## config.mk

```make
export PLATFORM = sky130hd
export DESIGN_NAME = day_number_to_civil_date_unit
export DESIGN_NICKNAME = d
export VERILOG_FILES = /design/src/rtl/core/dncd_pkg.sv /design/src/rtl/core/day_number_to_civil_date_unit.sv /design/src/rtl/core/dncd_year_est.sv /design/src/rtl/core/dncd_year_fix.sv /design/src/rtl/core/dncd_month.sv
export SDC_FILE = /design/constraint.sdc
export NUM_CORES = 2
export LEC_CHECK = 0
export BUFFER_PORTS_ARGS = -buffer_cell sky130_fd_sc_hd__buf_2
export CAP_MARGIN = 15
export CORE_UTILIZATION = 23
export DETAILED_ROUTE_END_ITERATION = 10
export GPL_TIMING_DRIVEN = 1
export PLACE_DENSITY_LB_ADDON = 0.12
export SLEW_MARGIN = 25
export SYNTH_ARGS = -nofsm -noshare
export SYNTH_HDL_FRONTEND = slang
export SYNTH_SLANG_ARGS = --single-unit
```

## constraint.sdc

```tcl
create_clock -name clk -period 8 [get_ports clk]
set_input_delay 0.4 -clock clk [delete_from_list [all_inputs] [get_ports clk]]
set_output_delay 0.4 -clock clk [all_outputs]
set_load 0.02 [all_outputs]
```

## src/rtl/core/dncd_pkg.sv

```systemverilog
// ----------------------------------------------------------------------------
// dncd_pkg
// Constants, tables, helpers and stage types for the day-to-date converter.
// ----------------------------------------------------------------------------
`timescale 1ns / 1ps

package dncd_pkg;

  localparam int DAY_W   = 23;
  localparam int YEAR_W  = 14;
  localparam int MONTH_W = 4;
  localparam int DOM_W   = 5;
  localparam int N_W     = 22;  // days since 0001-01-01
  localparam int OFF_W   = 9;   // day offset within a year
  localparam int CENT_W  = 7;   // year / 100
  localparam int RECIP_W = 24;
  localparam int CRECIP_W = 13;

  localparam int PIPE_DEPTH = 7;

  localparam logic signed [DAY_W-1:0] DAY_MIN = -23'sd719162;
  localparam logic signed [DAY_W-1:0] DAY_MAX = 23'sd2932896;
  localparam logic signed [DAY_W:0]   EPOCH_SHIFT = 24'sd719162;
  localparam logic [N_W-1:0]          N_MAX = 22'd3652058;

  // Year estimate: n * YEAR_RECIP >> YEAR_SHIFT, just under n / 365.2425.
  localparam logic [RECIP_W-1:0] YEAR_RECIP = 24'd11759221;
  localparam int                 YEAR_SHIFT = 32;

  // Century: y * CENT_RECIP >> CENT_SHIFT equals y / 100 for y up to 10000.
  localparam logic [CRECIP_W-1:0] CENT_RECIP = 13'd5243;
  localparam int                  CENT_SHIFT = 19;

  localparam logic [OFF_W-1:0] DAYS_PER_YEAR = 9'd365;

  // Month codes used by the month stage.
  localparam logic [MONTH_W-1:0] MONTH_JAN = 4'd0;
  localparam logic [MONTH_W-1:0] MONTH_FEB = 4'd1;
  localparam logic [MONTH_W-1:0] MONTH_MAR = 4'd2;
  localparam logic [MONTH_W-1:0] MONTH_DEC = 4'd11;

  function automatic logic [OFF_W-1:0] cum_days(input logic [MONTH_W-1:0] m);
    logic [OFF_W-1:0] r;
    case (m)
      4'd0:    r = 9'd0;
      4'd1:    r = 9'd31;
      4'd2:    r = 9'd59;
      4'd3:    r = 9'd90;
      4'd4:    r = 9'd120;
      4'd5:    r = 9'd151;
      4'd6:    r = 9'd181;
      4'd7:    r = 9'd212;
      4'd8:    r = 9'd243;
      4'd9:    r = 9'd273;
      4'd10:   r = 9'd304;
      4'd11:   r = 9'd334;
      default: r = 9'd0;
    endcase
    return r;
  endfunction

  function automatic logic [CENT_W-1:0] cent_of(input logic [YEAR_W-1:0] y);
    logic [YEAR_W+CRECIP_W-1:0] p;
    p = {{CRECIP_W{1'b0}}, y} * {{YEAR_W{1'b0}}, CENT_RECIP};
    return p[CENT_SHIFT +: CENT_W];
  endfunction

  // Days from 0001-01-01 to 1 January of year y+1, with q = y / 100.
  function automatic logic [N_W-1:0] first_of(input logic [YEAR_W-1:0] y,
                                               input logic [CENT_W-1:0] q);
    logic [N_W:0] t;
    t = (N_W+1)'(y) * (N_W+1)'(DAYS_PER_YEAR) + (N_W+1)'(y >> 2)
        - (N_W+1)'(q) + (N_W+1)'(q >> 2);
    return t[N_W-1:0];
  endfunction

  typedef struct packed {
    logic              valid;
    logic [N_W-1:0]    n;
    logic [YEAR_W-1:0] ye;
    logic [CENT_W-1:0] q0;
    logic [CENT_W-1:0] q1;
    logic [CENT_W-1:0] q2;
  } est_t;

  typedef struct packed {
    logic              valid;
    logic [YEAR_W-1:0] year;
    logic [OFF_W-1:0]  off;
    logic              leap;
  } yr_t;

endpackage

```

## src/rtl/core/day_number_to_civil_date_unit.sv

```systemverilog
// Each accepted item gives its result on the outputs with strobe.
// Throughput: one item per cycle; the seven-stage pipeline never stalls.
// busy follows rst, so items are refused only while reset is held.
// Reset (synchronous, rst high) clears every stage valid bit; items in flight
// are dropped and give no result.
// ----------------------------------------------------------------------------
// day_number_to_civil_date_unit
// Converts signed days since 1970-01-01 into proleptic Gregorian year,
// month and day of month, over years 1 to 9999 (inputs outside saturate).
// ----------------------------------------------------------------------------
`timescale 1ns / 1ps

module day_number_to_civil_date_unit (
  input  logic                                clk,
  input  logic                                rst,
  input  logic                                start,
  input  logic signed [dncd_pkg::DAY_W-1:0]   day_count,
  output logic                                busy,
  output logic                                strobe,
  output logic [dncd_pkg::YEAR_W-1:0]         year,
  output logic [dncd_pkg::MONTH_W-1:0]        month,
  output logic [dncd_pkg::DOM_W-1:0]          day_of_month
);

  logic           take;
  dncd_pkg::est_t est;
  dncd_pkg::yr_t  yr;

  // The pipeline advances every cycle and the receiver cannot hold results
  // off, so there is never back-pressure: refuse items only during reset.
  assign busy = rst;
  assign take = start & ~busy;

  // Stages 1-3: saturate the input, rebase to 0001-01-01, estimate the whole years
  // elapsed with a reciprocal multiply (never above the true count, at most one
  // below) and compute the century counts of the estimate and the next two years.
  dncd_year_est u_est (
    .clk       (clk),
    .rst       (rst),
    .take      (take),
    .day_count (day_count),
    .est       (est)
  );

  // Stages 4-5: day numbers of 1 January for the two candidate years, one
  // compare to settle the year, then the offset within the year and its
  // leap flag.
  dncd_year_fix u_fix (
    .clk (clk),
    .rst (rst),
    .est (est),
    .yr  (yr)
  );

  // Stages 6-7: month from the cumulative-days table with the leap day from
  // March onward, then the day of month; outputs are registered with strobe.
  dncd_month u_month (
    .clk          (clk),
    .rst          (rst),
    .yr           (yr),
    .strobe       (strobe),
    .year         (year),
    .month        (month),
    .day_of_month (day_of_month)
  );

endmodule

```

## src/rtl/core/dncd_year_est.sv

```systemverilog
// ----------------------------------------------------------------------------
// dncd_year_est
// Clamp, rebase to 0001-01-01, estimate the year and its century counts.
// ----------------------------------------------------------------------------
`timescale 1ns / 1ps

module dncd_year_est (
  input  logic                                clk,
  input  logic                                rst,
  input  logic                                take,
  input  logic signed [dncd_pkg::DAY_W-1:0]   day_count,
  output dncd_pkg::est_t                      est
);

  localparam int PW = dncd_pkg::N_W + dncd_pkg::RECIP_W;

  logic                            v1;
  logic [dncd_pkg::N_W-1:0]        n1;
  logic [dncd_pkg::N_W-1:0]        n1_next;
  logic signed [dncd_pkg::DAY_W:0] shifted;

  logic                            v2;
  logic [dncd_pkg::N_W-1:0]        n2;
  logic [dncd_pkg::YEAR_W-1:0]     ye2;
  logic [PW-1:0]                   prod;

  // Stage 1: saturate and rebase.
  always_comb begin
    shifted = {day_count[dncd_pkg::DAY_W-1], day_count} + dncd_pkg::EPOCH_SHIFT;
    if (day_count < dncd_pkg::DAY_MIN) begin
      n1_next = '0;
    end else if (day_count > dncd_pkg::DAY_MAX) begin
      n1_next = dncd_pkg::N_MAX;
    end else begin
      n1_next = shifted[dncd_pkg::N_W-1:0];
    end
  end

  // Stage 2: reciprocal multiply for the year estimate.
  assign prod = {{dncd_pkg::RECIP_W{1'b0}}, n1} * {{dncd_pkg::N_W{1'b0}}, dncd_pkg::YEAR_RECIP};

  always_ff @(posedge clk) begin
    if (rst) begin
      v1        <= 1'b0;
      v2        <= 1'b0;
      est.valid <= 1'b0;
    end else begin
      v1        <= take;
      v2        <= v1;
      est.valid <= v2;
    end
    n1     <= n1_next;
    n2     <= n1;
    ye2    <= prod[dncd_pkg::YEAR_SHIFT +: dncd_pkg::YEAR_W];
    // Stage 3: century counts of the estimate and the next two years.
    est.n  <= n2;
    est.ye <= ye2;
    est.q0 <= dncd_pkg::cent_of(ye2);
    est.q1 <= dncd_pkg::cent_of(ye2 + 14'd1);
    est.q2 <= dncd_pkg::cent_of(ye2 + 14'd2);
  end

endmodule

```

## src/rtl/core/dncd_year_fix.sv

```systemverilog
// ----------------------------------------------------------------------------
// dncd_year_fix
// Correct the year estimate by one and find the day offset within the year.
// ----------------------------------------------------------------------------
`timescale 1ns / 1ps

module dncd_year_fix (
  input  logic           clk,
  input  logic           rst,
  input  dncd_pkg::est_t est,
  output dncd_pkg::yr_t  yr
);

  logic                        v4;
  logic [dncd_pkg::N_W-1:0]    n4;
  logic [dncd_pkg::YEAR_W-1:0] ye4;
  logic [dncd_pkg::N_W-1:0]    fa;
  logic [dncd_pkg::N_W-1:0]    fb;
  logic                        leap1;
  logic                        leap2;
  logic                        leap1_next;
  logic                        leap2_next;
  logic [dncd_pkg::YEAR_W-1:0] y1;
  logic [dncd_pkg::YEAR_W-1:0] y2;

  logic                        sel;
  logic [dncd_pkg::N_W-1:0]    diff;

  // Stage 4: leap flags of the two candidate years. A year that starts a new
  // century count is a century year and is leap only when that count is a
  // multiple of four.
  always_comb begin
    y1 = est.ye + 14'd1;
    y2 = est.ye + 14'd2;
    leap1_next = (y1[1:0] == 2'd0) && ((est.q1 == est.q0) || (est.q1[1:0] == 2'd0));
    leap2_next = (y2[1:0] == 2'd0) && ((est.q2 == est.q1) || (est.q2[1:0] == 2'd0));
  end

  // Stage 5: pick the year and take the offset.
  always_comb begin
    sel  = (n4 >= fb);
    diff = n4 - (sel ? fb : fa);
  end

  always_ff @(posedge clk) begin
    if (rst) begin
      v4       <= 1'b0;
      yr.valid <= 1'b0;
    end else begin
      v4       <= est.valid;
      yr.valid <= v4;
    end
    n4      <= est.n;
    ye4     <= est.ye;
    fa      <= dncd_pkg::first_of(est.ye, est.q0);
    fb      <= dncd_pkg::first_of(y1, est.q1);
    leap1   <= leap1_next;
    leap2   <= leap2_next;
    yr.year <= ye4 + 14'd1 + 14'(sel);
    yr.off  <= diff[dncd_pkg::OFF_W-1:0];
    yr.leap <= sel ? leap2 : leap1;
  end

endmodule

```

## src/rtl/core/dncd_month.sv

```systemverilog
// ----------------------------------------------------------------------------
// dncd_month
// Split the day offset into month and day of month, leap day included.
// ----------------------------------------------------------------------------
`timescale 1ns / 1ps

module dncd_month (
  input  logic                           clk,
  input  logic                           rst,
  input  dncd_pkg::yr_t                  yr,
  output logic                           strobe,
  output logic [dncd_pkg::YEAR_W-1:0]    year,
  output logic [dncd_pkg::MONTH_W-1:0]   month,
  output logic [dncd_pkg::DOM_W-1:0]     day_of_month
);

  logic                         v6;
  logic [dncd_pkg::MONTH_W-1:0] m6;
  logic [dncd_pkg::MONTH_W-1:0] m6_next;
  logic [dncd_pkg::OFF_W-1:0]   off6;
  logic                         leap6;
  logic [dncd_pkg::YEAR_W-1:0]  year6;
  logic [dncd_pkg::OFF_W-1:0]   base;
  logic [dncd_pkg::OFF_W-1:0]   dom;

  // Stage 6: count the month starts at or below the offset.
  always_comb begin
    m6_next = dncd_pkg::MONTH_JAN;
    for (int k = 1; k <= 11; k++) begin
      if (yr.off >= dncd_pkg::cum_days(4'(k)) +
          9'((4'(k) >= dncd_pkg::MONTH_MAR) && yr.leap)) begin
        m6_next = m6_next + 4'd1;
      end
    end
  end

  // Stage 7: day within the month.
  always_comb begin
    base = dncd_pkg::cum_days(m6) + 9'((m6 >= dncd_pkg::MONTH_MAR) && leap6);
    dom  = off6 - base + 9'd1;
  end

  always_ff @(posedge clk) begin
    if (rst) begin
      v6     <= 1'b0;
      strobe <= 1'b0;
    end else begin
      v6     <= yr.valid;
      strobe <= v6;
    end
  end

  always_ff @(posedge clk) begin
    m6           <= m6_next;
    off6         <= yr.off;
    leap6        <= yr.leap;
    year6        <= yr.year;
    year         <= year6;
    month        <= m6 + 4'd1;
    day_of_month <= dom[dncd_pkg::DOM_W-1:0];
  end

endmodule

```

== Word-level counts from Yosys, hierarchy flattened ==
Memories as Yosys holds them, arrays and structs flattened. A register that Yosys moved wholly into a read port is not among the register bits.
Cells that the tools add are included.

* Memory bits (writable): 0
* Memory bits (read-only): 144
* Bits in registers: 262
* Logic and storage cells: 120
* Memories: 1
* Input port bits: 26
* Output and inout bits: 25
* Bits in latches: 0

{| class="wikitable"
|+ Memories
! memory !! words !! bits a word !! read ports !! clocked after memory_dff !! write ports !! line !! source
|-
| (name not given) || 16 || 9 || 1 || 1 || 0 || dncd_pkg.sv:44 || <nowiki>case (m)</nowiki>
|}

* $add $sub $neg: 38
* Order comparisons: 15
* Multiply operators: 6
* Reductions and logical operators: 10
* Bitwise operators: 2
* Divide/modulo/power cells: 0
* Mux-type cells: 14
* Equal/unequal tests: 2
* Shift-type cells: 0

{| class="wikitable"
|+ Operators with widths
! cell !! count
|-
| 14-bit by 13-bit multiplier with 26-bit output, second input constant || 3
|-
| 9-bit greater-or-equal comparator || 7
|-
| 22-bit by 24-bit multiplier with 46-bit output, second input constant || 1
|-
| 4-bit by 1-bit adder with 4-bit output, second input constant || 11
|-
| 14-bit by 1-bit adder with 14-bit output, second input constant || 3
|-
| 4-bit 2-to-1 mux || 10
|-
| 8-bit by 1-bit adder with 9-bit output, first input constant || 4
|-
| 9-bit by 1-bit adder with 9-bit output, first input constant || 3
|-
| 23-bit > comparator, second input constant || 1
|-
| 23-bit by 21-bit < comparator with 1-bit output, second input constant || 1
|-
| 22-bit by 12-bit adder with 22-bit output || 1
|-
| 22-bit by 21-bit adder with 22-bit output, second input constant || 1
|-
| 22-bit by 5-bit adder with 22-bit output || 1
|-
| 22-bit greater-or-equal comparator || 1
|-
| 14-bit by 9-bit multiplier with 22-bit output, second input constant || 1
|-
| 22-bit 2-to-1 mux || 1
|-
| 22-bit by 7-bit subtractor with 22-bit output || 1
|-
| 9-bit by 8-bit greater-or-equal comparator with 1-bit output || 2
|-
| 7-bit by 1-bit adder with 8-bit output, first input constant || 2
|-
| 14-bit by 1-bit adder with 14-bit output || 1
|-
| 14-bit by 2-bit adder with 14-bit output, second input constant || 1
|-
| 7-bit equality test || 2
|-
| 14-bit by 9-bit multiplier with 9-bit output, second input constant || 1
|-
| 9-bit by 5-bit adder with 9-bit output || 1
|-
| 19 further kinds || 26
|}

== Longest topological paths before layout ==
* Word-level depth: 22
* Depth in mapped cells: 35
* Gate-level depth less buffers: 35

== Modules after synthesis ==
Synthesis repeated with hierarchy kept, for this count alone.

* Cells, all modules: 3,330
* Area, all modules: 33,923.8 µm²

{| class="wikitable"
|+ Modules (own cells, without submodules)
! module !! sequential area each (µm²) !! instances !! area each (µm²) !! cells each
|-
| dncd_year_est || 2,362.3 || 1 || 22,246.3 || 2,140
|-
| dncd_year_fix || 1,901.8 || 1 || 8,599.5 || 870
|-
| dncd_month || 1,081.0 || 1 || 3,056.7 || 318
|-
| day_number_to_civil_date_unit || 0.0 || 1 || 21.3 || 2
|}

== Worst setup path after synthesis ==
No wires, ideal clock.

* Kind: register to register
* From: reg u_fix.yr[0] (netlist name)
* To: reg (tool-made name)
* Data required time: 7.938 ns
* Period minus slack after synthesis: 7.233 ns
* Cell stages (with the launch flop): 35
* Data arrival time: 7.171 ns
* Setup slack: 0.767 ns
* Library setup time: 0.062 ns
* Path buffers: 1
* Cell sequence: dfxtp_1 inv_1 ha_1 nand2b_4 a221o_2 a311o_1 ha_1 clkbuf_1 or3_1 and2_1 ha_1 and2_1 a21oi_1 xnor2_1 a21o_1 ha_1 nand2b_1 o31ai_1 mux2i_1 nand2_1 ha_1 and2_1 a31oi_1 xnor2_1 nand2_1 nand2_1 ha_1 nor2_1 a31oi_1 mux2i_1 nor2_1 inv_1 ha_1 or4b_1 nand3_1

==> flow_metrics.env <==
export IMPL_hold_viol=0
export IMPL_syn_nets=4448
export IMPL_maxSlewViolCount=0
export IMPL_vias=20740
export IMPL_crit_path_start_kind="flop"
export IMPL_dr_pass1_iters=8
export IMPL_crit_fanout=5
export IMPL_yosys_warnings=0
export IMPL_max_stage_delay_ns=0.49
export IMPL_setup_worst_path_class="flop to flop"
export IMPL_dieArea_um2=146400
export IMPL_yosysSeqAreaShare_pct=16.05
export IMPL_root_buffer="clkbuf_16"
export IMPL_cts_buffer_depth=3
export IMPL_grt_start_max_net_pins=18
export IMPL_maxCapViolations=0
export IMPL_n_antenna_cell=0
export IMPL_grt_usage_pct=12.05
export IMPL_cts_sinks=267
export IMPL_grt_pass1_wl_mm=136.3
export IMPL_place_hpwl_mm=75.04
export IMPL_die_y_um=382.6
export IMPL_hold_depth=2
export IMPL_antenna_found_initial=0
export IMPL_ios=51
export IMPL_cts_made_buffers=36
export IMPL_worst_ep_required_time_ns=8.43
export IMPL_min_path_type="input port to flop"
export IMPL_rsz0062_at_grt="false"
export IMPL_io_buffers=50
export IMPL_async_reset_ff_share_pct=0
export IMPL_synth_edf_count=0
export IMPL_fin_crit_ns=7.546
export IMPL_status="finished with violations"
export IMPL_setup_viol=0
export IMPL_synth_cell_types=89
export IMPL_place_gp_congestion=0.8118
export IMPL_drc=12
export IMPL_path_common_cell="ha_1"
export IMPL_drt_met1_wl_mm=43.04
export IMPL_drive_gt1_share_pct=6.294
export IMPL_rr_worst_depth=32
export IMPL_drtIter0Drc=678
export IMPL_vias_per_cell=3.911
export IMPL_setup_worst_path_end_class="flop"
export IMPL_grt_ovfl_total=0
export IMPL_start_util_pct=23.19
export IMPL_avgSynthCellArea_um2=10.27
export IMPL_coreArea_um2=143700
export IMPL_finalCritPeriodShare_pct=94.33
export IMPL_antenna_left=0
export IMPL_finClkSkew_ns=0.01301
export IMPL_syn_inst=3244
export IMPL_synth_seq_cells=267
export IMPL_crit_arrival_ns=7.98
export IMPL_cts_tree="done"
export IMPL_fillers=15540
export IMPL_clk_latency_ns=0.54
export IMPL_area_growth_pct=13.06
export IMPL_route_met3_wl_mm=1.440
export IMPL_worst_pin_slew_ns=0.9886
export IMPL_ys_flop_type="dfxtp_1"
export IMPL_num_rows=139
export IMPL_critPathSlowestCell="or4_1"
export IMPL_top_layer_used="met4"
export IMPL_violations="DRC"
export IMPL_syn_area_um2=33310
export IMPL_htree_num_levels=2
export IMPL_met2_length_mm=38.60
export IMPL_clkSlewWorstSetupHoldPaths_ns=0.06
export IMPL_slew_headroom_pct=33.62
export IMPL_routed_wl_mm=84.20
export IMPL_nets=4577
export IMPL_fmax_mhz=132.5
export IMPL_post_drt_wl_per_cell_um=15.88
export IMPL_first_global_vias=23270
export IMPL_fin_tns_setup_ns=0
export IMPL_die_w_um=382.6
## synth_stat cells, types with 8 or more instances
master,count,area share (%)
o21ai_0,54,0.81
nor2_1,87,0.98
a31oi_1,12,0.23
and2_1,12,0.23
o31ai_1,8,0.18
a21o_1,39,0.88
a21oi_1,85,1.3
and3_1,19,0.36
nand2b_1,17,0.32
a211oi_1,13,0.29
nor2b_1,23,0.43
nand4_1,21,0.39
or3_1,11,0.21
nand3_1,33,0.50
mux2i_1,13,0.39
clkbuf_1,11,0.12
nor3_1,26,0.39
xor2_1,61,1.6
ha_1,666,25
nand2_1,83,0.94
xnor2_1,127,3.3
o21a_1,19,0.43
fa_1,512,31
inv_1,870,9.8
dfxtp_1,267,16
or2_2,9,0.17
## flip-flops by register name, indices dropped and copies added, names as in the netlist, 5 cells and up, named ones only
| signal | count |
|---|---|
| u_est.est | 58 |
| u_est.n2 | 22 |
| u_fix.fb | 22 |
| u_est.ye2 | 14 |
| u_month.off6 | 5 |
| u_fix.yr | 25 |
| u_month.year | 14 |
| u_fix.n4 | 22 |
| u_month.year6 | 14 |
| u_fix.ye4 | 14 |
| u_month.day_of_month | 5 |
| u_fix.fa | 9 |
| u_est.n1 | 22 |
## kinds of logic (layout without fill, tap and decap cells)
logic type / count (synthesis) / in the layout / share of synthesized area, %
adders and majority gates: 1178 / 1178 / 55.78
DFF: 267 / 267 / 16.05
muxes: 16 / 16 / 0.4995
buffers and inverters: 890 / 1046 / 10.09
xor gates and xnor gates: 193 / 193 / 5.288
AOI/OAI and AO/OA: 314 / 314 / 6.280
and+or+nand+nor: 386 / 386 / 6.013
## worst paths after layout
| check | startpoint | endpoint | slack, ns |
|---|---|---|---|
| setup / recovery | u_fix.yr[0]$_DFF_P_ | flop | 0.45 |
| hold / removal | start | u_est.v1$_SDFF_PP0_ | 0.10 |
| setup reg to reg | u_fix.yr[0]$_DFF_P_ | flop | 0.45 |
| hold reg to reg | u_est.n2[17]$_DFF_P_ | u_est.est[52]$_DFF_P_ | 0.32 |
## stage by stage
stage	hold WS (ns)	std cells	cell area, um^2	utilization [%]	setup slack (ns)
final	0.1049	5303	37660	26.22	0.4539
after global routing	0.08361	5303	37660	26.22	0.007097
after CTS	0.07007	5302	37650	26.21	0.3306
after detailed placement	0.3121	5237	36300	25.27	0.3889
after global placement	0.3109	5237	36300	25.27	0.4652
after floorplan	0.3096	3244	33310	-	0.7668
## critical path: cells and delay by family (launching register included)
kind	cells	cell delay (ns)
DFF	1	0.41
buffers and inverters	1	0.13
xor gates and xnor gates	2	0.20
adders and majority gates	6	1.91
muxes	2	0.54
AOI/OAI and AO/OA	8	1.94
and+or+nand+nor	13	2.30
## per-layer routing
layer / up-vias / global-route usage, %
met1: 10050 / 17.52
met3: 60 / 0.9359
met2: 147 / 19.61
met4: 0 / 1.926
met5: - / 0
li1: 10480 / -
## layout by cell type (no fill, tap or decap), types with 21 or more instances in the layout
| master | n |
|---|---|
| a21o_1 | 39 |
| a21oi_1 | 84 |
| buf_2 | 50 |
| buf_4 | 61 |
| clkbuf_16 | 38 |
| dfxtp_1 | 267 |
| fa_1 | 512 |
| ha_1 | 666 |
| inv_1 | 870 |
| nand2_1 | 83 |
| nand3_1 | 33 |
| nand4_1 | 21 |
| nor2_1 | 87 |
| nor2b_1 | 23 |
| nor3_1 | 26 |
| o21ai_0 | 53 |
| xnor2_1 | 127 |
| xor2_1 | 61 |
## area by class of cell
type / instances / area [um^2] / area share, %
inverters: 870 / 3266 / 8.671
repair buffers: 111 / 708.2 / 1.880
flip-flops and latches: 267 / 5345 / 14.19
well taps: 1903 / 2381 / 6.322
clock inverters: 14 / 247.7 / 0.6578
clock buffers: 51 / 1100 / 2.920
multi-input cells: 2087 / 24610 / 65.36
## what timing repair did
item / 4_1_cts / 5_1_grt
buffers inserted: 0 / 1
setup endpoints to repair: 0 / 6
gates resized for setup: 0 / 2
hold buffers: 0 / 0
Power is not shown: default switching activity piles up to over one toggle a cycle in this logic, so the estimate is an artifact.
